## config.mk

```make
export PLATFORM = sky130hd
export DESIGN_NAME = adc_window_peak_to_peak_flat
export DESIGN_NICKNAME = d
export VERILOG_FILES = /design/src/hw/rtl/awpp_pkg.sv /design/src/hw/rtl/awpp_if.sv /design/src/hw/rtl/adc_window_peak_to_peak.sv /design/src/flat_wrapper.sv
export SDC_FILE = /design/constraint.sdc
export NUM_CORES = 2
export LEC_CHECK = 0
export BUFFER_PORTS_ARGS = -buffer_cell sky130_fd_sc_hd__buf_2
export CAP_MARGIN = 10
export CORE_MARGIN = 3
export CORE_UTILIZATION = 52
export DETAILED_ROUTE_END_ITERATION = 16
export PLACE_DENSITY_LB_ADDON = 0.25
export SLEW_MARGIN = 20
export SYNTH_ARGS = -nofsm -noshare
export SYNTH_HDL_FRONTEND = slang
export SYNTH_SLANG_ARGS = --single-unit
```

## constraint.sdc

```tcl
create_clock -name clk -period 5.8 [get_ports clk]
set_input_delay 0.29 -clock clk [delete_from_list [all_inputs] [get_ports clk]]
set_output_delay 0.29 -clock clk [all_outputs]
set_load 0.01 [all_outputs]
```

## src/hw/rtl/awpp_pkg.sv

```systemverilog
// Shared constants, types and arithmetic helpers for the windowed peak-to-peak detector.
`timescale 1ns / 1ps
`default_nettype none

package awpp_pkg;

  // Block configuration
  localparam int WINDOW_SAMPLES  = 16;
  localparam int SCANS_PER_FRAME = 256;
  localparam int BUFFER_COUNT    = 2;
  localparam int NUM_CH          = 3;

  // Field widths
  localparam int SAMPLE_W    = 12;
  localparam int SCALED_W    = 16;
  localparam int TIME_W      = 32;
  localparam int GAIN_W      = 32;
  localparam int CFG_DATA_W  = 32;
  localparam int CFG_INDEX_W = 2;

  // Counter widths
  localparam int WIN_CNT_W  = (WINDOW_SAMPLES > 1) ? $clog2(WINDOW_SAMPLES) : 1;
  localparam int SCAN_CNT_W = (SCANS_PER_FRAME > 1) ? $clog2(SCANS_PER_FRAME) : 1;
  localparam int BUF_W      = (BUFFER_COUNT > 1) ? $clog2(BUFFER_COUNT) : 1;

  // Empty-window minimum marker
  localparam logic [SCALED_W-1:0] MIN_INIT = '1;

  // Register reset values
  localparam logic              PAUSED_RST  = 1'b0;
  localparam logic              COLLECT_RST = 1'b1;
  localparam logic [GAIN_W-1:0] GAIN_RST    = 32'd65536;
  localparam logic [TIME_W-1:0] PERIOD_RST  = 32'd1000;

  // Reciprocal of the window length: ceil(2^32 / N), exact for 16-bit dividends
  localparam int DIV_RECIP_W = 33;
  localparam logic [63:0] DIV_RECIP_WIDE =
    ((64'd1 << 32) + 64'(WINDOW_SAMPLES) - 64'd1) / 64'(WINDOW_SAMPLES);
  localparam logic [DIV_RECIP_W-1:0] DIV_RECIP = DIV_RECIP_WIDE[DIV_RECIP_W-1:0];

  // Configuration register indexes
  typedef enum logic [CFG_INDEX_W-1:0] {
    REG_PAUSED         = 2'd0,
    REG_COLLECT_ENABLE = 2'd1,
    REG_SCALE_GAIN     = 2'd2,
    REG_GATE_PERIOD    = 2'd3
  } cfg_index_t;

  typedef logic [SCALED_W-1:0] scaled_t;

  // Q16.16 gain: keep product bits 31:16
  function automatic scaled_t scale_sample(input logic [SAMPLE_W-1:0] raw,
                                           input logic [GAIN_W-1:0] gain);
    logic [SAMPLE_W+GAIN_W-1:0] prod;
    prod = (SAMPLE_W + GAIN_W)'(raw) * (SAMPLE_W + GAIN_W)'(gain);
    return prod[31:16];
  endfunction

  // Truncating divide by the window length through the reciprocal
  function automatic scaled_t div_window(input scaled_t x);
    logic [SCALED_W+DIV_RECIP_W-1:0] prod;
    prod = (SCALED_W + DIV_RECIP_W)'(x) * (SCALED_W + DIV_RECIP_W)'(DIV_RECIP);
    return prod[32 +: SCALED_W];
  endfunction

endpackage

`default_nettype wire

```

## src/hw/rtl/awpp_if.sv

```systemverilog
// Valid/ready channel interfaces for scan input items and swing result items.
`timescale 1ns / 1ps
`default_nettype none

interface awpp_scan_if;
  import awpp_pkg::*;
  logic                valid;
  logic                ready;
  logic [SAMPLE_W-1:0] sample_a;
  logic [SAMPLE_W-1:0] sample_b;
  logic [SAMPLE_W-1:0] sample_c;
  logic [TIME_W-1:0]   time_us;

  modport source (output valid, sample_a, sample_b, sample_c, time_us, input ready);
  modport sink   (input valid, sample_a, sample_b, sample_c, time_us, output ready);
endinterface

interface awpp_swing_if;
  import awpp_pkg::*;
  logic                valid;
  logic                ready;
  logic                window_done;
  logic [SCALED_W-1:0] swing_a;
  logic [SCALED_W-1:0] swing_b;
  logic [SCALED_W-1:0] swing_c;
  logic [TIME_W-1:0]   record_time_us;
  logic                frame_done;
  logic                filled_buffer;

  modport source (output valid, window_done, swing_a, swing_b, swing_c, record_time_us,
                  frame_done, filled_buffer, input ready);
  modport sink   (input valid, window_done, swing_a, swing_b, swing_c, record_time_us,
                  frame_done, filled_buffer, output ready);
endinterface

`default_nettype wire

```

## src/hw/rtl/adc_window_peak_to_peak.sv

```systemverilog
// Top level of the windowed peak-to-peak detector for three-channel scans.
// A scan's result item passes through the scale, window update and swing output registers in turn.
// Throughput: one scan per cycle; the three registers (scale, window update,
// swing output) advance together whenever the output register is empty or taken.
// Reset (rst, synchronous): registers return to defaults, window and frame
// counters clear, minimum set to all ones, maximum to zero, pipeline emptied.
`timescale 1ns / 1ps
`default_nettype none

module adc_window_peak_to_peak (
  input  wire logic                           clk,
  input  wire logic                           rst,
  input  wire logic                           cfg_wr_en,
  input  wire awpp_pkg::cfg_index_t           cfg_index,
  input  wire logic [awpp_pkg::CFG_DATA_W-1:0] cfg_data,
  awpp_scan_if.sink                           scan,
  awpp_swing_if.source                        swing
);
  import awpp_pkg::*;

  // Configuration registers
  logic              paused;
  logic              collect_enable;
  logic [GAIN_W-1:0] scale_gain;
  logic [TIME_W-1:0] gate_period_us;

  // Pipeline control
  logic adv;

  // Stage 1: scaled samples
  logic              s1_valid;
  scaled_t           s1_scaled [NUM_CH];
  logic [TIME_W-1:0] s1_time;

  // Window and frame state
  logic [WIN_CNT_W-1:0]  window_count;
  scaled_t               run_min [NUM_CH];
  scaled_t               run_max [NUM_CH];
  logic [TIME_W-1:0]     last_gate_time;
  logic [SCAN_CNT_W-1:0] scan_count;
  logic [BUF_W-1:0]      work_buffer;
  logic [BUF_W-1:0]      last_filled;

  // Stage 2 combinational results
  logic                  gate_open;
  logic                  win_full;
  logic                  frame_full;
  logic [WIN_CNT_W:0]    win_cnt_inc;
  logic [SCAN_CNT_W:0]   scan_cnt_inc;
  logic [TIME_W-1:0]     elapsed;
  scaled_t               min_upd [NUM_CH];
  scaled_t               max_upd [NUM_CH];
  logic [BUF_W-1:0]      work_buffer_next;

  // Stage 2 registers
  logic              s2_valid;
  logic              s2_wdone;
  scaled_t           s2_mn [NUM_CH];
  scaled_t           s2_mx [NUM_CH];
  logic [TIME_W-1:0] s2_time;
  logic              s2_fdone;
  logic [BUF_W-1:0]  s2_filled;

  // Stage 3 combinational swing
  scaled_t swing_val [NUM_CH];

  // Output register
  logic              out_valid;
  logic              out_wdone;
  scaled_t           out_swing [NUM_CH];
  logic [TIME_W-1:0] out_time;
  logic              out_fdone;
  logic              out_filled;

  // Advance all stages when the output register is free
  assign adv        = !out_valid || swing.ready;
  assign scan.ready = adv;

  // Write configuration registers
  always_ff @(posedge clk) begin
    if (rst) begin
      paused         <= PAUSED_RST;
      collect_enable <= COLLECT_RST;
      scale_gain     <= GAIN_RST;
      gate_period_us <= PERIOD_RST;
    end else if (cfg_wr_en) begin
      case (cfg_index)
        REG_PAUSED:         paused         <= cfg_data[0];
        REG_COLLECT_ENABLE: collect_enable <= cfg_data[0];
        REG_SCALE_GAIN:     scale_gain     <= cfg_data[GAIN_W-1:0];
        REG_GATE_PERIOD:    gate_period_us <= cfg_data[TIME_W-1:0];
        default: ;
      endcase
    end
  end

  // Stage 1: drop paused items, scale the rest
  always_ff @(posedge clk) begin
    if (rst) begin
      s1_valid <= 1'b0;
    end else if (adv) begin
      s1_valid <= scan.valid && !paused;
    end
  end

  always_ff @(posedge clk) begin
    if (adv) begin
      s1_scaled[0] <= scale_sample(scan.sample_a, scale_gain);
      s1_scaled[1] <= scale_sample(scan.sample_b, scale_gain);
      s1_scaled[2] <= scale_sample(scan.sample_c, scale_gain);
      s1_time      <= scan.time_us;
    end
  end

  // Stage 2: gate check, running min/max, window and frame counters
  always_comb begin
    elapsed      = s1_time - last_gate_time;
    gate_open    = collect_enable && (elapsed >= gate_period_us);
    win_cnt_inc  = {1'b0, window_count} + (WIN_CNT_W + 1)'(1);
    win_full     = gate_open && (win_cnt_inc >= (WIN_CNT_W + 1)'(WINDOW_SAMPLES));
    scan_cnt_inc = {1'b0, scan_count} + (SCAN_CNT_W + 1)'(1);
    frame_full   = scan_cnt_inc >= (SCAN_CNT_W + 1)'(SCANS_PER_FRAME);
    if (work_buffer == BUF_W'(BUFFER_COUNT - 1)) begin
      work_buffer_next = '0;
    end else begin
      work_buffer_next = work_buffer + BUF_W'(1);
    end
    for (int c = 0; c < NUM_CH; c++) begin
      min_upd[c] = (s1_scaled[c] < run_min[c]) ? s1_scaled[c] : run_min[c];
      max_upd[c] = (s1_scaled[c] > run_max[c]) ? s1_scaled[c] : run_max[c];
    end
  end

  // Update window and frame state once per item
  always_ff @(posedge clk) begin
    if (rst) begin
      window_count   <= '0;
      last_gate_time <= '0;
      scan_count     <= '0;
      work_buffer    <= '0;
      last_filled    <= '0;
      for (int c = 0; c < NUM_CH; c++) begin
        run_min[c] <= MIN_INIT;
        run_max[c] <= '0;
      end
    end else if (adv && s1_valid) begin
      if (gate_open) begin
        last_gate_time <= s1_time;
        if (win_full) begin
          window_count <= '0;
          for (int c = 0; c < NUM_CH; c++) begin
            run_min[c] <= MIN_INIT;
            run_max[c] <= '0;
          end
        end else begin
          window_count <= win_cnt_inc[WIN_CNT_W-1:0];
          for (int c = 0; c < NUM_CH; c++) begin
            run_min[c] <= min_upd[c];
            run_max[c] <= max_upd[c];
          end
        end
      end
      if (frame_full) begin
        scan_count  <= '0;
        last_filled <= work_buffer;
        work_buffer <= work_buffer_next;
      end else begin
        scan_count <= scan_cnt_inc[SCAN_CNT_W-1:0];
      end
    end
  end

  // Register window extremes; zero them when no window completed
  always_ff @(posedge clk) begin
    if (rst) begin
      s2_valid <= 1'b0;
    end else if (adv) begin
      s2_valid <= s1_valid;
    end
  end

  always_ff @(posedge clk) begin
    if (adv) begin
      s2_wdone  <= win_full;
      s2_time   <= win_full ? s1_time : '0;
      s2_fdone  <= frame_full;
      s2_filled <= frame_full ? work_buffer : last_filled;
      for (int c = 0; c < NUM_CH; c++) begin
        if (win_full) begin
          s2_mx[c] <= max_upd[c];
          s2_mn[c] <= (min_upd[c] == MIN_INIT) ? max_upd[c] : min_upd[c];
        end else begin
          s2_mx[c] <= '0;
          s2_mn[c] <= '0;
        end
      end
    end
  end

  // Stage 3: divide extremes by the window length and take the difference
  always_comb begin
    for (int c = 0; c < NUM_CH; c++) begin
      if (div_window(s2_mx[c]) >= div_window(s2_mn[c])) begin
        swing_val[c] = div_window(s2_mx[c]) - div_window(s2_mn[c]);
      end else begin
        swing_val[c] = '0;
      end
    end
  end

  // Output register: hold until taken
  always_ff @(posedge clk) begin
    if (rst) begin
      out_valid <= 1'b0;
    end else if (adv) begin
      out_valid <= s2_valid;
    end
  end

  always_ff @(posedge clk) begin
    if (adv) begin
      out_wdone  <= s2_wdone;
      out_time   <= s2_time;
      out_fdone  <= s2_fdone;
      out_filled <= s2_filled[0];
      for (int c = 0; c < NUM_CH; c++) begin
        out_swing[c] <= swing_val[c];
      end
    end
  end

  assign swing.valid          = out_valid;
  assign swing.window_done    = out_wdone;
  assign swing.swing_a        = out_swing[0];
  assign swing.swing_b        = out_swing[1];
  assign swing.swing_c        = out_swing[2];
  assign swing.record_time_us = out_time;
  assign swing.frame_done     = out_fdone;
  assign swing.filled_buffer  = out_filled;

endmodule

`default_nettype wire

```

## src/flat_wrapper.sv

```systemverilog
// flat-port wrapper written by rule: the top's interface ports become plain ports
module adc_window_peak_to_peak_flat import awpp_pkg::*;
  (clk, rst, cfg_wr_en, cfg_index, cfg_data, scan_valid, scan_sample_a, scan_sample_b, scan_sample_c, scan_time_us, scan_ready, swing_valid, swing_window_done, swing_swing_a, swing_swing_b, swing_swing_c, swing_record_time_us, swing_frame_done, swing_filled_buffer, swing_ready);
  awpp_scan_if scan_i ();
  awpp_swing_if swing_i ();
  input  wire logic clk;
  input  wire logic rst;
  input  wire logic cfg_wr_en;
  input  wire awpp_pkg::cfg_index_t cfg_index;
  input  wire logic [awpp_pkg::CFG_DATA_W-1:0] cfg_data;
  input wire logic [$bits(scan_i.valid)-1:0] scan_valid;
  input wire logic [$bits(scan_i.sample_a)-1:0] scan_sample_a;
  input wire logic [$bits(scan_i.sample_b)-1:0] scan_sample_b;
  input wire logic [$bits(scan_i.sample_c)-1:0] scan_sample_c;
  input wire logic [$bits(scan_i.time_us)-1:0] scan_time_us;
  output wire logic [$bits(scan_i.ready)-1:0] scan_ready;
  output wire logic [$bits(swing_i.valid)-1:0] swing_valid;
  output wire logic [$bits(swing_i.window_done)-1:0] swing_window_done;
  output wire logic [$bits(swing_i.swing_a)-1:0] swing_swing_a;
  output wire logic [$bits(swing_i.swing_b)-1:0] swing_swing_b;
  output wire logic [$bits(swing_i.swing_c)-1:0] swing_swing_c;
  output wire logic [$bits(swing_i.record_time_us)-1:0] swing_record_time_us;
  output wire logic [$bits(swing_i.frame_done)-1:0] swing_frame_done;
  output wire logic [$bits(swing_i.filled_buffer)-1:0] swing_filled_buffer;
  input wire logic [$bits(swing_i.ready)-1:0] swing_ready;
  assign scan_i.valid = scan_valid;
  assign scan_i.sample_a = scan_sample_a;
  assign scan_i.sample_b = scan_sample_b;
  assign scan_i.sample_c = scan_sample_c;
  assign scan_i.time_us = scan_time_us;
  assign scan_ready = scan_i.ready;
  assign swing_valid = swing_i.valid;
  assign swing_window_done = swing_i.window_done;
  assign swing_swing_a = swing_i.swing_a;
  assign swing_swing_b = swing_i.swing_b;
  assign swing_swing_c = swing_i.swing_c;
  assign swing_record_time_us = swing_i.record_time_us;
  assign swing_frame_done = swing_i.frame_done;
  assign swing_filled_buffer = swing_i.filled_buffer;
  assign swing_i.ready = swing_ready;
  adc_window_peak_to_peak u_core (.clk(clk), .rst(rst), .cfg_wr_en(cfg_wr_en), .cfg_index(cfg_index), .cfg_data(cfg_data), .scan(scan_i), .swing(swing_i));
endmodule
```

==> impl_metrics.tcl <==
set metrics [dict create \
    cts-root-buf "clkbuf_16" \
    fin_nets 6811 \
    ys_seq_area_frac 0.257 \
    multiInputGateArea_sq_um 32500 \
    swShare 0.368 \
    area_delta_synth_final_pct 14.8 \
    hpwl_microns 97800 \
    design_area_sq_um 57100 \
    crit_fanout 3 \
    cp.required_ns 6.15 \
    ys_types 67 \
    cp_num_buf_inv 5 \
    ys_ff_latch 472 \
    min_period_ns 5.74 \
    p_leak_nw 26.6 \
    antenna_found_initial 5 \
    vias 37050 \
    synth.avg_cell_area_sq_um 9.37 \
    ant_nets 0 \
    p_seq_frac 0.352 \
    r2r-start "u_core.scale_gain[6]" \
    synth_most_common_cell "inv_1" \
    critPathTopFamily "adder cells" \
    htree_levels 2 \
    wl_microns 128000 \
    synth-edff-count 333 \
    syn_area_sq_um 49700 \
    total_power_mw 12.9 \
    power.density_nw_per_um2 225 \
    grt_pass1_wl_microns 204000 \
    core_region_area_sq_um 94000 \
    cp_slowest_cell "fa_1" \
    arrival_ns 6.10 \
    place_area_sq_um 53800 \
    overflow 0 \
    fmax_mhz 174 \
    fin_util 0.608 \
    clkSinkCount 472 \
    critical_path_class "reg -> reg" \
    synth_common_cells "1038 x inv_1, 909 x nand2_1, 718 x fa_1, 333 x edfxtp_1, 329 x ha_1" \
    ir_drop_uv 265 \
    fp.dieW_microns 315 \
    yosys_warnings 0 \
    die-area_sq_um 99400 \
    grt_max_degree 141 \
    whs_ns 0.0494 \
    seqCellArea_sq_um 12800 \
    routedWlPerCell_microns 18.5 \
    die_h_microns 315 \
    drc 0 \
    grt.total_usage 0.259 \
    hold_path_class "in -> reg" \
    crit_path_cell_trace "buf_12 -> nand2_1 -> fa_1 -> fa_1 -> fa_1 -> inv_1 -> fa_1 -> inv_1 -> fa_1 -> inv_1 -> ha_1 -> nand3_2 -> a211oi_2 -> a22o_1 -> and3_4 -> o21ai_1 -> buf_4 -> o21a_4 -> a31oi_4 -> and2_4 -> o21a_4 -> nor2_4 -> xnor2_1" \
    gp_congestion 0.941 \
    port_buffers 191 \
    r2r_slack_ns 0.06 \
    drv_slew 0 \
    setup_tns_ns 0 \
    slew_headroom 0.283 \
    clock_latency_ns 0.64 \
    synthFlopType "edfxtp_1" \
    switchingPower_mw 4.73 \
    grt_pass1_vias 38198 \
    cts_tree "done" \
    clockBufferDepth 3 \
    path_clk_slew_ns 0.09 \
    p_int_mw 8.14 \
    cap_violations 0 \
    synth_fp_nets 6463 \
    cpMostUsedCell "fa_1" \
    start_util 0.529 \
    power_frac_comb 0.390 \
    cp_slowest_stage_delay_ns 0.56 \
    critPathLaunchType "flop" \
    rows 112 \
    vias_per_cell 5.32 \
    hp-start "cfg_data[1]" \
    synth-async-reset-ratio 0 \
    clockPowerShare 0.258 \
    fin_crit_sh 0.990 \
    synth_cells 5309 \
    synth_area_leaders "fa_1 29%, edfxtp_1 20%, ha_1 8.3%, inv_1 7.8%, nand2_1 6.9%" \
    yosysTopAreaCellShare 0.289 \
    synth_top_area_cell "fa_1" \
    tightest_slew_ns 1.08 \
    setup_violations 0 \
    io_pins 192 \
    endpoint_kind "flop" \
    fillers 7829 \
    status "complete, no violations" \
    critPathLaunch "u_core.scale_gain[6]" \
    drtIter0Drc 2961 \
    clock_skew_ns 0.0482 \
    dr.pass1.iters 5 \
    grt_setup_unrepaired "true" \
    hold_viol 0 \
    numCtsBuffers 52 \
    drive_gt1_frac 0.125 \
]
==> flip-flops by register name, summed over array words and instances (netlist names), 4 cells and up <==
register,flops
u_core.run_max,48
u_core.run_min,48
u_core.s1_scaled,48
u_core.out_swing,39
u_core.s2_mn,36
u_core.s2_mx,36
u_core.gate_period_us,32
u_core.last_gate_time,32
u_core.s1_time,32
u_core.s2_time,32
u_core.scale_gain,32
u_core.swing.record_time_us,32
u_core.scan_count,8
u_core.window_count,4
==> cells in the final DEF, fill, tap and decap left out, drive strengths merged, types with 10 or more instances in the layout <==
master / instances
inv: 1042
nand2: 909
fa: 718
buf: 502
edfxtp: 333
ha: 329
and2: 264
nor2: 259
a21oi: 170
dfxtp: 139
mux2i: 119
xnor2: 113
o21ai: 94
a21o: 71
clkbuf: 67
dlygate4sd3: 62
nand4: 55
and3: 43
nor2b: 42
a211oi: 39
xor2: 38
nor3: 37
nand2b: 31
a22o: 22
o21a: 22
nand3: 22
clkinv: 21
nor4: 14
o21bai: 10
==> what timing repair did <==
item | in CTS | in global routing
buffers inserted | 11 | 20
hold endpoints to repair | 82 | 0
resized for setup | 54 | 97
gates cloned | 1 | 6
pin swaps | 22 | 51
hold buffers | 62 | 0
setup endpoints to repair | 62 | 186
==> final timing paths <==
kind                                     end  cells past startpoint
max                  u_core.s1_scaled[0][13]                     23
min                 u_core.gate_period_us[1]                      3
max reg2reg          u_core.s1_scaled[0][13]                     23
min reg2reg  u_core.swing.record_time_us[13]                      0
==> routing by layer <==
layer / share of wire / GRT usage / vias to the layer above
met3: 0.076 / 0.0437 / 277
met4: 0.039 / 0.0914 / 4
met1: 0.43 / 0.363 / 18276
li1: - / - / 17184
met2: 0.46 / 0.407 / 1309
met5: 0.00020 / 0 / -
==> power groups by stage <==
stage	sequential (mW)	clock [mW]	combinational, mW
after floorplan	4.47	0	3.35
after global placement	4.58	0	4.66
after detailed placement	4.59	0	4.79
after CTS	4.52	3.39	4.88
after global routing	4.57	3.53	5.65
final	4.53	3.32	5.02
==> cell families (layout without fill, tap and decap cells) <==
group | after synthesis | in the layout | share of synthesized area
AOI/OAI and AO/OA | 493 | 493 | 0.0636
xor gates and xnor gates | 151 | 151 | 0.0266
adders and majority gates | 1047 | 1047 | 0.372
buffers and inverters | 1315 | 1703 | 0.100
DFF | 472 | 472 | 0.257
muxes | 122 | 122 | 0.0246
other | 0 | 3 | 0
and+or+nand+nor | 1709 | 1713 | 0.156
==> cell type report <==
class / count / area share
Antenna cell: 3 / 0.000131
Clock buffer: 64 / 0.0252
Clock inverter: 34 / 0.00499
Inverter: 1038 / 0.0683
Multi-Input combinational cell: 3526 / 0.568
Sequential cell: 472 / 0.224
Tap cell: 1254 / 0.0275
Timing Repair Buffer: 567 / 0.0814
==> metrics by stage <==
step	std cells	setup WS (ns)
CTS	6931	-0.0497
detailed placement	6761	-0.256
floorplan	5309	0.0253
finish	6958	0.0589
global placement	6761	-0.155
global route	6958	-0.146
==> tightest hold or removal path, cell delays in order <==
cell and delay, ns:
buf_2 0.16, nand2_1 0.08, a21oi_1 0.06
Power figures use the tool's default switching activity.
